File: config.mk
export PLATFORM = sky130hd
export DESIGN_NAME = noise_hash_counter_rng_core
export DESIGN_NICKNAME = d
export VERILOG_FILES = /design/src/rtl/nhc_pkg.sv /design/src/rtl/nhc_front.sv /design/src/rtl/nhc_back.sv /design/src/rtl/noise_hash_counter_rng_core.sv
export SDC_FILE = /design/constraint.sdc
export NUM_CORES = 2
export LEC_CHECK = 0
export BUFFER_PORTS_ARGS = -buffer_cell sky130_fd_sc_hd__buf_2
export CORE_MARGIN = 2
export CORE_UTILIZATION = 30
export DETAILED_ROUTE_END_ITERATION = 16
export SYNTH_ARGS = -nofsm -noshare
export SYNTH_HDL_FRONTEND = slang
export SYNTH_SLANG_ARGS = --single-unit
File: constraint.sdc
create_clock -name clk -period 12.5 [get_ports clk]
set_clock_uncertainty 0.15 [all_clocks]
set_input_delay 3.125 -clock clk [delete_from_list [all_inputs] [get_ports clk]]
set_output_delay 3.125 -clock clk [all_outputs]
set_load 0.03 [all_outputs]
File: src/rtl/nhc_pkg.sv
// Shared types and constants for the noise hash counter generator.
// No dependencies; used by nhc_front, nhc_back and the top level.
`timescale 1ns / 1ps
package nhc_pkg;

  typedef enum logic [3:0] {
    REQ_RAW32     = 4'd0,
    REQ_LOW16     = 4'd1,
    REQ_BYTE      = 4'd2,
    REQ_BELOW     = 4'd3,
    REQ_INT_RANGE = 4'd4,
    REQ_UNIT      = 4'd5,
    REQ_FIX_RANGE = 4'd6,
    REQ_SUNIT     = 4'd7,
    REQ_CHANCE    = 4'd8,
    REQ_DIRECTION = 4'd9
  } req_t;

  localparam logic [3:0] REQ_LAST_CODE = 4'd9;

  localparam logic [0:0] CFG_SEED  = 1'b0;
  localparam logic [0:0] CFG_START = 1'b1;

  localparam logic [31:0] NOISE_A = 32'h68E31DA4;
  localparam logic [31:0] NOISE_B = 32'hB5297A4D;
  localparam logic [31:0] NOISE_C = 32'h1B56C4E9;
  localparam int          MIX_SHIFT = 8;

  // Classified request as it waits between front and back.
  typedef struct packed {
    req_t               op;
    logic [31:0]        divisor;
    logic [31:0]        range_low;
    logic signed [32:0] diff;
    logic [32:0]        probability;
  } item_t;

endpackage

File: src/rtl/nhc_front.sv
// Front end: accepts requests, drops unused codes, precomputes divisor and span,
// and holds them in a two-entry queue. Depends on nhc_pkg.
`timescale 1ns / 1ps
module nhc_front import nhc_pkg::*; (
  input  logic        clk,
  input  logic        rst,
  input  logic        in_valid,
  output logic        in_ready,
  input  logic [3:0]  req_type,
  input  logic [31:0] bound,
  input  logic [31:0] range_low,
  input  logic [31:0] range_high,
  input  logic [32:0] probability,
  output logic        q_valid,
  output item_t       q_item,
  input  logic        q_pop
);

  item_t       slot [2];
  logic        wr_ptr;
  logic        rd_ptr;
  logic [1:0]  count;
  item_t       cls;
  logic        push;
  logic [31:0] span;

  assign in_ready = (count != 2'd2);
  assign push     = in_valid && in_ready && (req_type <= REQ_LAST_CODE);
  assign q_valid  = (count != 2'd0);
  assign q_item   = slot[rd_ptr];

  always_comb begin
    span            = range_high - range_low + 32'd1;
    cls.op          = req_t'(req_type);
    cls.range_low   = range_low;
    cls.diff        = $signed({range_high[31], range_high}) - $signed({range_low[31], range_low});
    cls.probability = probability;
    cls.divisor     = (req_type == REQ_BELOW) ? bound : span;
  end

  always_ff @(posedge clk) begin
    if (push) begin
      slot[wr_ptr] <= cls;
    end
  end

  always_ff @(posedge clk) begin
    if (rst) begin
      wr_ptr <= 1'b0;
      rd_ptr <= 1'b0;
      count  <= 2'd0;
    end else begin
      if (push) wr_ptr <= ~wr_ptr;
      if (q_pop) rd_ptr <= ~rd_ptr;
      case ({push, q_pop})
        2'b10:   count <= count + 2'd1;
        2'b01:   count <= count - 2'd1;
        default: count <= count;
      endcase
    end
  end

endmodule

File: src/rtl/nhc_back.sv
// Back end: hash on a shared 33x33 multiplier, radix-2 remainder unit,
// result shaping and the output register. Depends on nhc_pkg.
`timescale 1ns / 1ps
module nhc_back import nhc_pkg::*; #(
  parameter int FRAC_BITS = 16
) (
  input  logic        clk,
  input  logic        rst,
  input  logic        cfg_we,
  input  logic [0:0]  cfg_index,
  input  logic [31:0] cfg_data,
  input  logic        q_valid,
  input  item_t       q_item,
  output logic        q_pop,
  output logic        out_valid,
  input  logic        out_ready,
  output logic [31:0] value,
  output logic        chance_hit,
  output logic        error,
  output logic        last
);

  localparam int NW = 33 + FRAC_BITS;

  typedef enum logic [9:0] {
    S_IDLE  = 10'b0000000001,
    S_MUL1  = 10'b0000000010,
    S_MUL2  = 10'b0000000100,
    S_MUL3  = 10'b0000001000,
    S_FIN   = 10'b0000010000,
    S_POST  = 10'b0000100000,
    S_DIV   = 10'b0001000000,
    S_SCALE = 10'b0010000000,
    S_RANGE = 10'b0100000000,
    S_EMIT  = 10'b1000000000
  } state_t;

  state_t               state;
  item_t                cur;
  logic                 second;
  logic [31:0]          seed;
  logic [31:0]          position;
  logic signed [65:0]   prod;
  logic [31:0]          h;
  logic [FRAC_BITS:0]   unit_q;
  logic [31:0]          rem;
  logic [4:0]           div_cnt;
  logic [31:0]          res_value;
  logic                 res_hit;
  logic                 res_err;
  logic                 res_last;

  logic signed [32:0]   mul_a;
  logic signed [32:0]   mul_b;
  logic signed [65:0]   mul_p;
  logic [31:0]          t2;
  logic [31:0]          mix2;
  logic [31:0]          mix3;
  logic [31:0]          h_next;
  logic [NW-1:0]        num;
  logic [FRAC_BITS:0]   q0;
  logic [32:0]          r0;
  logic [FRAC_BITS:0]   unit_c;
  logic [31:0]          sunit;
  logic [32:0]          rem_sh;
  logic [32:0]          rem_sub;
  logic [31:0]          rem_new;
  logic signed [65:0]   rsum;
  logic signed [65:0]   roff;
  logic                 hit_c;
  logic                 out_free;

  assign q_pop    = (state == S_IDLE) && q_valid;
  assign out_free = !out_valid || out_ready;

  always_comb begin
    t2     = prod[31:0] + seed;
    mix2   = t2 ^ (t2 >> MIX_SHIFT);
    mix3   = prod[31:0] ^ (prod[31:0] << MIX_SHIFT);
    h_next = prod[31:0] ^ (prod[31:0] >> MIX_SHIFT);
    case (state)
      S_MUL1: begin
        mul_a = $signed({1'b0, position});
        mul_b = $signed({1'b0, NOISE_A});
      end
      S_MUL2: begin
        mul_a = $signed({1'b0, mix2});
        mul_b = $signed({1'b0, NOISE_B});
      end
      S_MUL3: begin
        mul_a = $signed({1'b0, mix3});
        mul_b = $signed({1'b0, NOISE_C});
      end
      S_SCALE: begin
        mul_a = $signed(33'(unit_q));
        mul_b = cur.diff;
      end
      default: begin
        mul_a = '0;
        mul_b = '0;
      end
    endcase
    mul_p = mul_a * mul_b;
  end

  // u = round(h * 2^F / (2^32 - 1)): quotient estimate from the top bits,
  // then a single correction since the residue stays below twice the divisor.
  always_comb begin
    num    = {1'b0, h, {FRAC_BITS{1'b0}}} + NW'(32'h7FFFFFFF);
    q0     = num[NW-1:32];
    r0     = {1'b0, num[31:0]} + 33'(q0);
    unit_c = q0 + ((r0 >= 33'h0FFFFFFFF) ? (FRAC_BITS+1)'(1) : (FRAC_BITS+1)'(0));
    sunit  = 32'({unit_c, 1'b0}) - (32'd1 << FRAC_BITS);
    hit_c  = cur.probability[32] || (h < cur.probability[31:0]) ||
             ((h == 32'd0) && (cur.probability[31:0] == 32'd0));
  end

  always_comb begin
    rem_sh  = {rem, h[~div_cnt]};
    rem_sub = rem_sh - {1'b0, cur.divisor};
    rem_new = rem_sub[32] ? rem_sh[31:0] : rem_sub[31:0];
    rsum    = prod + (66'sd1 <<< (FRAC_BITS - 1));
    roff    = rsum >>> FRAC_BITS;
  end

  always_ff @(posedge clk) begin
    if (state == S_MUL1 || state == S_MUL2 || state == S_MUL3 || state == S_SCALE) begin
      prod <= mul_p;
    end
    if (q_pop) cur <= q_item;
    if (state == S_FIN) h <= h_next;
    if (state == S_POST) begin
      unit_q   <= unit_c;
      rem      <= 32'd0;
      div_cnt  <= 5'd0;
      res_hit  <= 1'b0;
      res_err  <= 1'b0;
      res_last <= !((cur.op == REQ_DIRECTION) && !second);
      case (cur.op)
        REQ_RAW32:     res_value <= h;
        REQ_LOW16:     res_value <= {16'd0, h[15:0]};
        REQ_BYTE:      res_value <= {24'd0, h[7:0]};
        REQ_BELOW: begin
          res_value <= 32'd0;
          res_err   <= (cur.divisor == 32'd0);
        end
        REQ_INT_RANGE: res_value <= h + cur.range_low;
        REQ_UNIT:      res_value <= 32'(unit_c);
        REQ_CHANCE: begin
          res_value <= 32'd0;
          res_hit   <= hit_c;
        end
        default:       res_value <= sunit;
      endcase
    end
    if (state == S_DIV) begin
      rem     <= rem_new;
      div_cnt <= div_cnt + 5'd1;
      if (div_cnt == 5'd31) begin
        res_value <= rem_new + ((cur.op == REQ_INT_RANGE) ? cur.range_low : 32'd0);
      end
    end
    if (state == S_RANGE) res_value <= cur.range_low + roff[31:0];
    if (state == S_EMIT && out_free) begin
      value      <= res_value;
      chance_hit <= res_hit;
      error      <= res_err;
      last       <= res_last;
    end
  end

  always_ff @(posedge clk) begin
    if (rst) begin
      state     <= S_IDLE;
      second    <= 1'b0;
      seed      <= 32'd0;
      position  <= 32'd0;
      out_valid <= 1'b0;
    end else begin
      if (state == S_EMIT && out_free) out_valid <= 1'b1;
      else if (out_ready) out_valid <= 1'b0;
      if (cfg_we && cfg_index == CFG_START) position <= cfg_data;
      else if (state == S_MUL1) position <= position + 32'd1;
      if (cfg_we && cfg_index == CFG_SEED) seed <= cfg_data;
      case (state)
        S_IDLE:  if (q_valid) state <= S_MUL1;
        S_MUL1:  state <= S_MUL2;
        S_MUL2:  state <= S_MUL3;
        S_MUL3:  state <= S_FIN;
        S_FIN:   state <= S_POST;
        S_POST: begin
          if ((cur.op == REQ_BELOW || cur.op == REQ_INT_RANGE) && cur.divisor != 32'd0) begin
            state <= S_DIV;
          end else if (cur.op == REQ_FIX_RANGE) begin
            state <= S_SCALE;
          end else begin
            state <= S_EMIT;
          end
        end
        S_DIV:   if (div_cnt == 5'd31) state <= S_EMIT;
        S_SCALE: state <= S_RANGE;
        S_RANGE: state <= S_EMIT;
        S_EMIT: begin
          if (out_free) begin
            if (cur.op == REQ_DIRECTION && !second) begin
              second <= 1'b1;
              state  <= S_MUL1;
            end else begin
              second <= 1'b0;
              state  <= S_IDLE;
            end
          end
        end
        default: state <= S_IDLE;
      endcase
    end
  end

`ifndef SYNTHESIS
  a_rem_below_divisor: assert property (@(posedge clk) disable iff (rst)
    (state == S_DIV) |-> (rem < cur.divisor))
    else $error("remainder not below divisor");

  a_position_step: assert property (@(posedge clk) disable iff (rst)
    (state == S_MUL1 && !cfg_we) |=> (position == $past(position) + 32'd1))
    else $error("position did not advance by one");

  a_unit_range: assert property (@(posedge clk) disable iff (rst)
    (state == S_POST) |-> (unit_c <= ((FRAC_BITS+1)'(1) << FRAC_BITS)))
    else $error("unit fraction above one");

  a_error_only_below: assert property (@(posedge clk) disable iff (rst)
    (state == S_EMIT && res_err) |-> (cur.op == REQ_BELOW))
    else $error("error flag outside bounded mode");
`endif

endmodule

File: src/rtl/noise_hash_counter_rng_core.sv
// Top level of the noise hash counter generator: front queue plus back engine.
// Depends on nhc_pkg, nhc_front and nhc_back.
`timescale 1ns / 1ps
// Counter-based random generator: each request hashes the position counter with
// the seed in three multiply/xor-shift rounds on one shared multiplier, then the
// position advances. Bounded and integer-range modes with a nonzero divisor
// also pass through the bit-serial remainder unit, the fixed-point range mode
// adds a step for the scaling multiply, and the direction mode runs the hash
// twice and delivers two transactions. Unused request codes are dropped at the
// input with no result. A two-entry queue and the output register let requests
// be taken while a result waits on the output. Writing register 1 reloads the
// position counter; configure only while idle.
module noise_hash_counter_rng_core import nhc_pkg::*; #(
  parameter int FRAC_BITS = 16
) (
  input  logic        clk,
  input  logic        rst,
  input  logic        cfg_we,
  input  logic [0:0]  cfg_index,
  input  logic [31:0] cfg_data,
  input  logic        in_valid,
  output logic        in_ready,
  input  logic [3:0]  req_type,
  input  logic [31:0] bound,
  input  logic [31:0] range_low,
  input  logic [31:0] range_high,
  input  logic [32:0] probability,
  output logic        out_valid,
  input  logic        out_ready,
  output logic [31:0] value,
  output logic        chance_hit,
  output logic        error,
  output logic        last
);

  logic  q_valid;
  item_t q_item;
  logic  q_pop;

  nhc_front u_front (
    .clk         (clk),
    .rst         (rst),
    .in_valid    (in_valid),
    .in_ready    (in_ready),
    .req_type    (req_type),
    .bound       (bound),
    .range_low   (range_low),
    .range_high  (range_high),
    .probability (probability),
    .q_valid     (q_valid),
    .q_item      (q_item),
    .q_pop       (q_pop)
  );

  nhc_back #(
    .FRAC_BITS (FRAC_BITS)
  ) u_back (
    .clk        (clk),
    .rst        (rst),
    .cfg_we     (cfg_we),
    .cfg_index  (cfg_index),
    .cfg_data   (cfg_data),
    .q_valid    (q_valid),
    .q_item     (q_item),
    .q_pop      (q_pop),
    .out_valid  (out_valid),
    .out_ready  (out_ready),
    .value      (value),
    .chance_hit (chance_hit),
    .error      (error),
    .last       (last)
  );

endmodule
==> Yosys cells after proc, flatten, opt, wreduce, memory -nomap -nowiden <==
Memory sizes are Yosys's and may differ from the RTL's. A register that Yosys moved wholly into a read port is not among the register bits.
Index checks and enable logic that the tools add are counted.
{ "word_totals": {"in_bits": 171, "mem_bits_rw": 268, "elab_cells": 141, "n_memories": 1, "out_inout_bits": 37, "reg_bits": 284} }
{ "classes": {"eq_ne": 26, "n_reduce_logical": 32, "bitwise": 7, "n_mux": 32, "n_mul": 1, "n_addsub": 17, "order_cmp": 4} }
{ "memory_table": {"columns": ["memory", "depth", "word_bits", "rd", "rd_clocked_by_memory_dff", "write_ports", "line", "source"], "rows": [
  ["u_front.slot", 2, 134, 1, 1, 1, "nhc_front.sv:19", "item_t slot [2];"]
]} }
{ "op_table": {"columns": ["cell", "n"], "rows": [
  ["32-bit two-way mux", 11],
  ["32-bit case mux with 6 select lines", 1],
  ["33-bit case mux with 4 select lines", 1],
  ["32-bit adder", 4],
  ["32-bit case mux with 4 select lines", 1],
  ["10-bit case mux with 10 select lines", 1],
  ["32-bit zero test", 3],
  ["32-bit by 1-bit adder with 32-bit output (second input constant)", 2],
  ["32-bit by 24-bit XOR with 32-bit output", 2],
  ["10-bit two-way mux", 5],
  ["48-bit by 31-bit adder with 49-bit output (second input constant)", 1],
  ["48-bit by 17-bit adder with 48-bit output (second input constant)", 1],
  ["33-bit by 33-bit multiplier with 48-bit output", 1],
  ["32-bit by 17-bit adder with 33-bit output", 1],
  ["33-bit by 32-bit greater-or-equal comparator with 1-bit output (second input constant)", 1],
  ["32-bit by 32-bit subtractor with 33-bit output", 1],
  ["33-bit by 32-bit subtractor with 33-bit output", 1],
  ["32-bit less-than comparator", 1],
  ["32-bit nonzero test", 1],
  ["32-bit subtractor", 1],
  ["32-bit XOR", 1],
  ["18-bit by 17-bit subtractor with 19-bit output (second input constant)", 1],
  ["17-bit adder", 1],
  ["4-bit by 2-bit equality test with 1-bit output (second input constant)", 3],
  ["38 further kinds", 72]
]} }

==> Longest topological paths before layout <==
{ "logic_depth": {"ltp_word": 11, "ltp_mapped": 45} }

==> By module <==
Synthesis repeated with hierarchy kept, for this count alone.
{ "unflattened": {"hier_cells": 7114, "hier_area_um2": 69769.4} }
{ "modules_own_cells": {"columns": ["mod", "area_each_um2", "cells_each", "seq_area_each_um2", "n_inst"], "rows": [
  ["nhc_back", 55388.1, 6046, 11350.9, 1],
  ["nhc_front", 14381.3, 1068, 8147.8, 1]
]} }

==> Worst setup path after synthesis <==
Ideal clock, no wire load.
{ "synth_path": {"path_type": "flip-flop to flip-flop", "start": "register u_back.prod[1]", "end": "register u_back.prod[44] (data pin)", "arrival_ns": 10.257, "setup_ns": 0.135, "path_buffers": 1, "synth_period_minus_slack_ns": 10.542, "slack_ns": 1.958, "path_stages_with_launch": 41, "cell_sequence": "edfxtp_1 -> ha_1 -> a21o_1 -> a41oi_1 -> nand3_1 -> a21oi_1 -> o21ai_0 -> nor2_1 -> a21oi_1 -> o21a_1 -> nor2_1 -> xnor2_1 -> xor2_1 -> a221oi_1 -> clkbuf_1 -> nor2_1 -> fa_1 -> fa_1 -> [... 5 more ...] -> inv_1 -> fa_1 -> inv_1 -> fa_1 -> inv_1 -> ha_1 -> and3_1 -> nand3_1 -> nor3b_1 -> a211o_1 -> a21oi_1 -> o21ai_0 -> a21oi_1 -> a31oi_1 -> a41oi_1 -> o21ai_0 -> or4b_2 -> nand3_1"} }
{ "synth_via": {"elab_chain_cells": 4, "elab_cells_between_ends": 5, "classes_between": "1 x add/sub; 1 x mul; 1 x mux; 2 x bitwise"} }
{ "synth_lines": {"columns": ["item", "line", "source"], "rows": [
  ["start, declared", "nhc_back.sv:43", "logic signed [65:0] prod;"],
  ["start signal, assigned", "nhc_back.sv:128", "prod <= mul_p;"],
  ["32-bit adder", "nhc_back.sv:77", "t2 = prod[31:0] + seed;"],
  ["32-bit by 24-bit XOR with 32-bit output", "nhc_back.sv:78", "mix2 = t2 ^ (t2 >> MIX_SHIFT);"],
  ["32-bit case mux with 4 select lines (*)", "nhc_back.sv:81", "case (state)"],
  ["33-bit by 33-bit multiplier with 48-bit output (*)", "nhc_back.sv:103", "mul_p = mul_a * mul_b;"],
  ["named net u_back.mul_p[44]", "nhc_back.sv:55", "logic signed [65:0] mul_p;"]
]} }
Mark *: on every way through the listed nets, which the timed path passes. The rest lies on a longest branch.
A chain may end at the register's enable or synchronous reset.

==> Worst setup path in the final report <==
Same ends and word-level chain as after synthesis.

==> results.md <==
* Post-synth top area cell: edfxtp_1
* Deepest clock path buffer count at 3
* GRT overflow at 0
* Synth Register Bits at 686
* Yosys warnings at 0
* Layout cells sized above 1 at 10.3%
* Flop pwr share at 35.7%
* Cell row count at 175
* RR Startpoint: u_back.prod[1]
* DRT met1 WL at 111000 um
* Die width at 483 um
* Final Wtd Congestion at 1.04
* Pre-Repair DR Iteration Count at 6
* Hold Crit Class: flop to flop
* Part of the Yosys area used for sequential elements at 28.3%
* CP arrival at 12.38 ns
* First-pass GRT wire length at 382000 um
* Startpoint Class: flop
* Setup TNS at 0 ns
* Die area at 234000 um^2
* Post CTS Setup Buffer Count at 0
* Post-synth EDFFs at 574
* Tot GR Track Use at 22.5%
* Top sig layer: met5
* Final setup fails at 0
* Final Hold Fails at 0
* CTS sink count at 686
* Switch share at 39.9%
* Main flop type after synthesis: edfxtp_1
* Vias/cell at 5.16
* CP max stage cell: or4b_2
* Clock Pin Slew Worst Setup and Hold Paths at 0.06 ns
* Psw at 0.00377 W
* CP endpoint kind: flop
* Mapped Area at 68900 um^2
* Num CTS Buffers at 80
* Initial DRC count at 5514
* H-tree levels at 3
* Routed wl met2 at 114000 um
* Non-filler instance count after layout at 10400
* Post_cts resized at 0
* CP Data Required Time at 12.94 ns
* Top cells by area, synth: edfxtp_1 (25%), fa_1 (24%), ha_1 (8.5%)
* Internal at 0.00569 W
* Status: finished clean
* Drt total wl at 266000 um
* Reg2reg path depth at 38
* Core area at 228000 um^2
* WL per Instance at 25.7 um
* Hold depth at 0
* Initial Util at 30.2%
* Chip height at 483 um
* Syn_area_per_cell at 9.79 um^2
* Number of port buffers at 207
* CP max FO at 9
* Unique masters post-synth at 94
* Slew margin rel. at 14.7%
* CP Class: flop to flop
* Vias at 53500
* Unrepaired setup endpoints after global routing: false
* CP max stage delay at 0.70 ns
* Worst slew pin tran at 1.27 ns
* Layout Area Growth over Synthesis at 11.8%
* Peak supply drop at 0.179 mV
* R2R Setup Slk at 0.56 ns
* Clock latency at the later pin of the worst-skew pair at 0.77 ns
* Min Tclk post-route at 11.94 ns
* Largest net degree at the start of global routing at 137
* ANT nets after route at 0
* Pwr/cell area at 123 nW/um^2
* WHS Endpoint: u_back.last
* Ports at 208
* Placed Cells at 10200
* Final worst-path cycle share at 95.5%
* Cells after synthesis at 7042
* Clock share of power at 26.0%
* Met3 wire length at 23400 um
* CTS tree: done
* Critical R2R Capture: u_back.prod[44]
* Worst hold start: u_back.res_last
* LEAKAGE at 33.6 nW
* Fmax at 0.0837 GHz
* Area fraction of the dominant cell type after synthesis at 25.0%
* Cell mode on critical path: fa_1
* Antenna violations before repair at 52
* Root buffer cell: clkbuf_16
* Fin nets at 8741
* Hold bufs inserted after CTS at 0
* DRC viols at 0
* Post-synth ARST share at 0%
* Max cap viols at 0
* Vias in the first global route at 54600
* Combinational share of power at 38.3%
* Final Slew Violations at 0
* DPL Wire Length at 216000 um
-- cell type report --
cell class / instances / area [um^2]
antenna: 11 / 27.5
clock buffer: 89 / 2060
clock inverter: 60 / 643
fill: 23000 / 151000
inverter: 1274 / 4780
multi-input combinational: 4868 / 44000
sequential: 686 / 19500
tap: 3009 / 3760
timing repair buffer: 361 / 2260
-- critical path: cells and delay by family (launching register included) --
kind | cells | cell delay, ns
buf+inv | 4 | 0.21
compound gates | 15 | 4.00
fa+ha+maj | 10 | 4.75
flops | 1 | 0.44
simple gates | 7 | 1.62
xor+xnor | 2 | 0.64
-- cell usage in the layout, fill, tap and decap left out, drive strengths merged, types with 15 or more instances in the layout --
| cell type | count |
|---|---|
| nor2 | 639 |
| buf | 361 |
| nor4 | 41 |
| nand2b | 62 |
| conb | 30 |
| nor3b | 18 |
| xnor2 | 254 |
| and3 | 74 |
| and2 | 69 |
| a21oi | 371 |
| nor2b | 31 |
| dfxtp | 112 |
| ha | 467 |
| a21boi | 16 |
| clkinv | 36 |
| a211oi | 51 |
| o21ai | 216 |
| o21bai | 50 |
| nand2 | 640 |
| a221oi | 28 |
| or3 | 25 |
| nand4 | 40 |
| a21o | 108 |
| o2111ai | 16 |
| xor2 | 163 |
| fa | 832 |
| mux2 | 163 |
| nand3 | 90 |
| a31oi | 36 |
| o211ai | 35 |
| o21a | 28 |
| nor3 | 41 |
| inv | 1285 |
| edfxtp | 574 |
| a222oi | 16 |
| clkbuf | 89 |
| mux2i | 15 |
| or2 | 27 |
-- worst max path at each step --
stage | startpoint | endpoint | slack [ns] | cells past startpoint
detailed placement | u_back.prod[1] | u_back.prod[44] | 0.63 | 38
CTS | u_back.prod[1] | u_back.prod[44] | 0.58 | 38
global placement | u_back.prod[1] | u_back.prod[44] | 0.74 | 38
finish | u_back.prod[1] | u_back.prod[44] | 0.56 | 38
global route | u_back.prod[0] | u_back.prod[44] | 0.01 | 41
floorplan | u_back.prod[1] | u_back.prod[44] | 1.96 | 40
-- synthesized netlist by cell type (50+ instances only) --
cell type and n:
ha_1 467, dfxtp_1 112, xnor2_1 254, nand2_1 639, xor2_1 163, mux2_2 163, a21oi_1 369, fa_1 832
edfxtp_1 574, a21o_1 108, and3_1 74, clkbuf_1 215, inv_1 1269, o21bai_1 50, nand3_1 90, nand2b_1 62
and2_1 68, nor2_1 637, a211oi_1 51, o21ai_0 210
-- kinds of logic after synthesis --
family,synth area share [%]
DFF,28.3
other,0.0109
and+or+nand+nor,12.1
buffers and inverters,8.29
AOI/OAI and AO/OA,10.2
muxes,3.21
adders and majority gates,32.6
xor gates and xnor gates,5.36
-- sequential cells by signal, indices dropped and copies added (netlist names), 5 cells and up --
name              flops
u_back.cur          134
u_back.div_cnt        5
u_back.h             32
u_back.position      32
u_back.prod          48
u_back.rem           32
u_back.res_value     32
u_back.seed          32
u_back.state         10
u_back.unit_q        17
u_back.value         32
u_front.slot        268
-- power by group through the flow --
stage               logic (W)  clock network [W]  registers [W]
detailed placement    0.00355                  0        0.00341
global placement      0.00352                  0        0.00340
CTS                   0.00358            0.00251        0.00336
floorplan             0.00245                  0        0.00320
finish                0.00362            0.00246        0.00338
global route          0.00394            0.00259        0.00339
-- metal layers --
layer / global-route usage, % / vias up
met1: 29.9 / 26900
met3: 4.84 / 591
li1: - / 23500
met2: 33.8 / 2389
met5: 0.0816 / -
met4: 12.7 / 50
-- metrics by stage --
stage / power, W / hold WS (ns) / worst slack [ns] / utilization (%) / instance area [um^2]
after global placement: 0.00692 / 0.253 / 0.737 / 32.6 / 74300
after detailed placement: 0.00696 / 0.255 / 0.630 / 32.6 / 74300
final: 0.00946 / 0.270 / 0.559 / 33.8 / 77000
after global routing: 0.00993 / 0.276 / 0.0103 / 33.8 / 77000
after CTS: 0.00945 / 0.269 / 0.575 / 33.8 / 77000
after floorplan: 0.00565 / 0.250 / 1.96 / - / 69000
(Power assumes the default switching activity.)
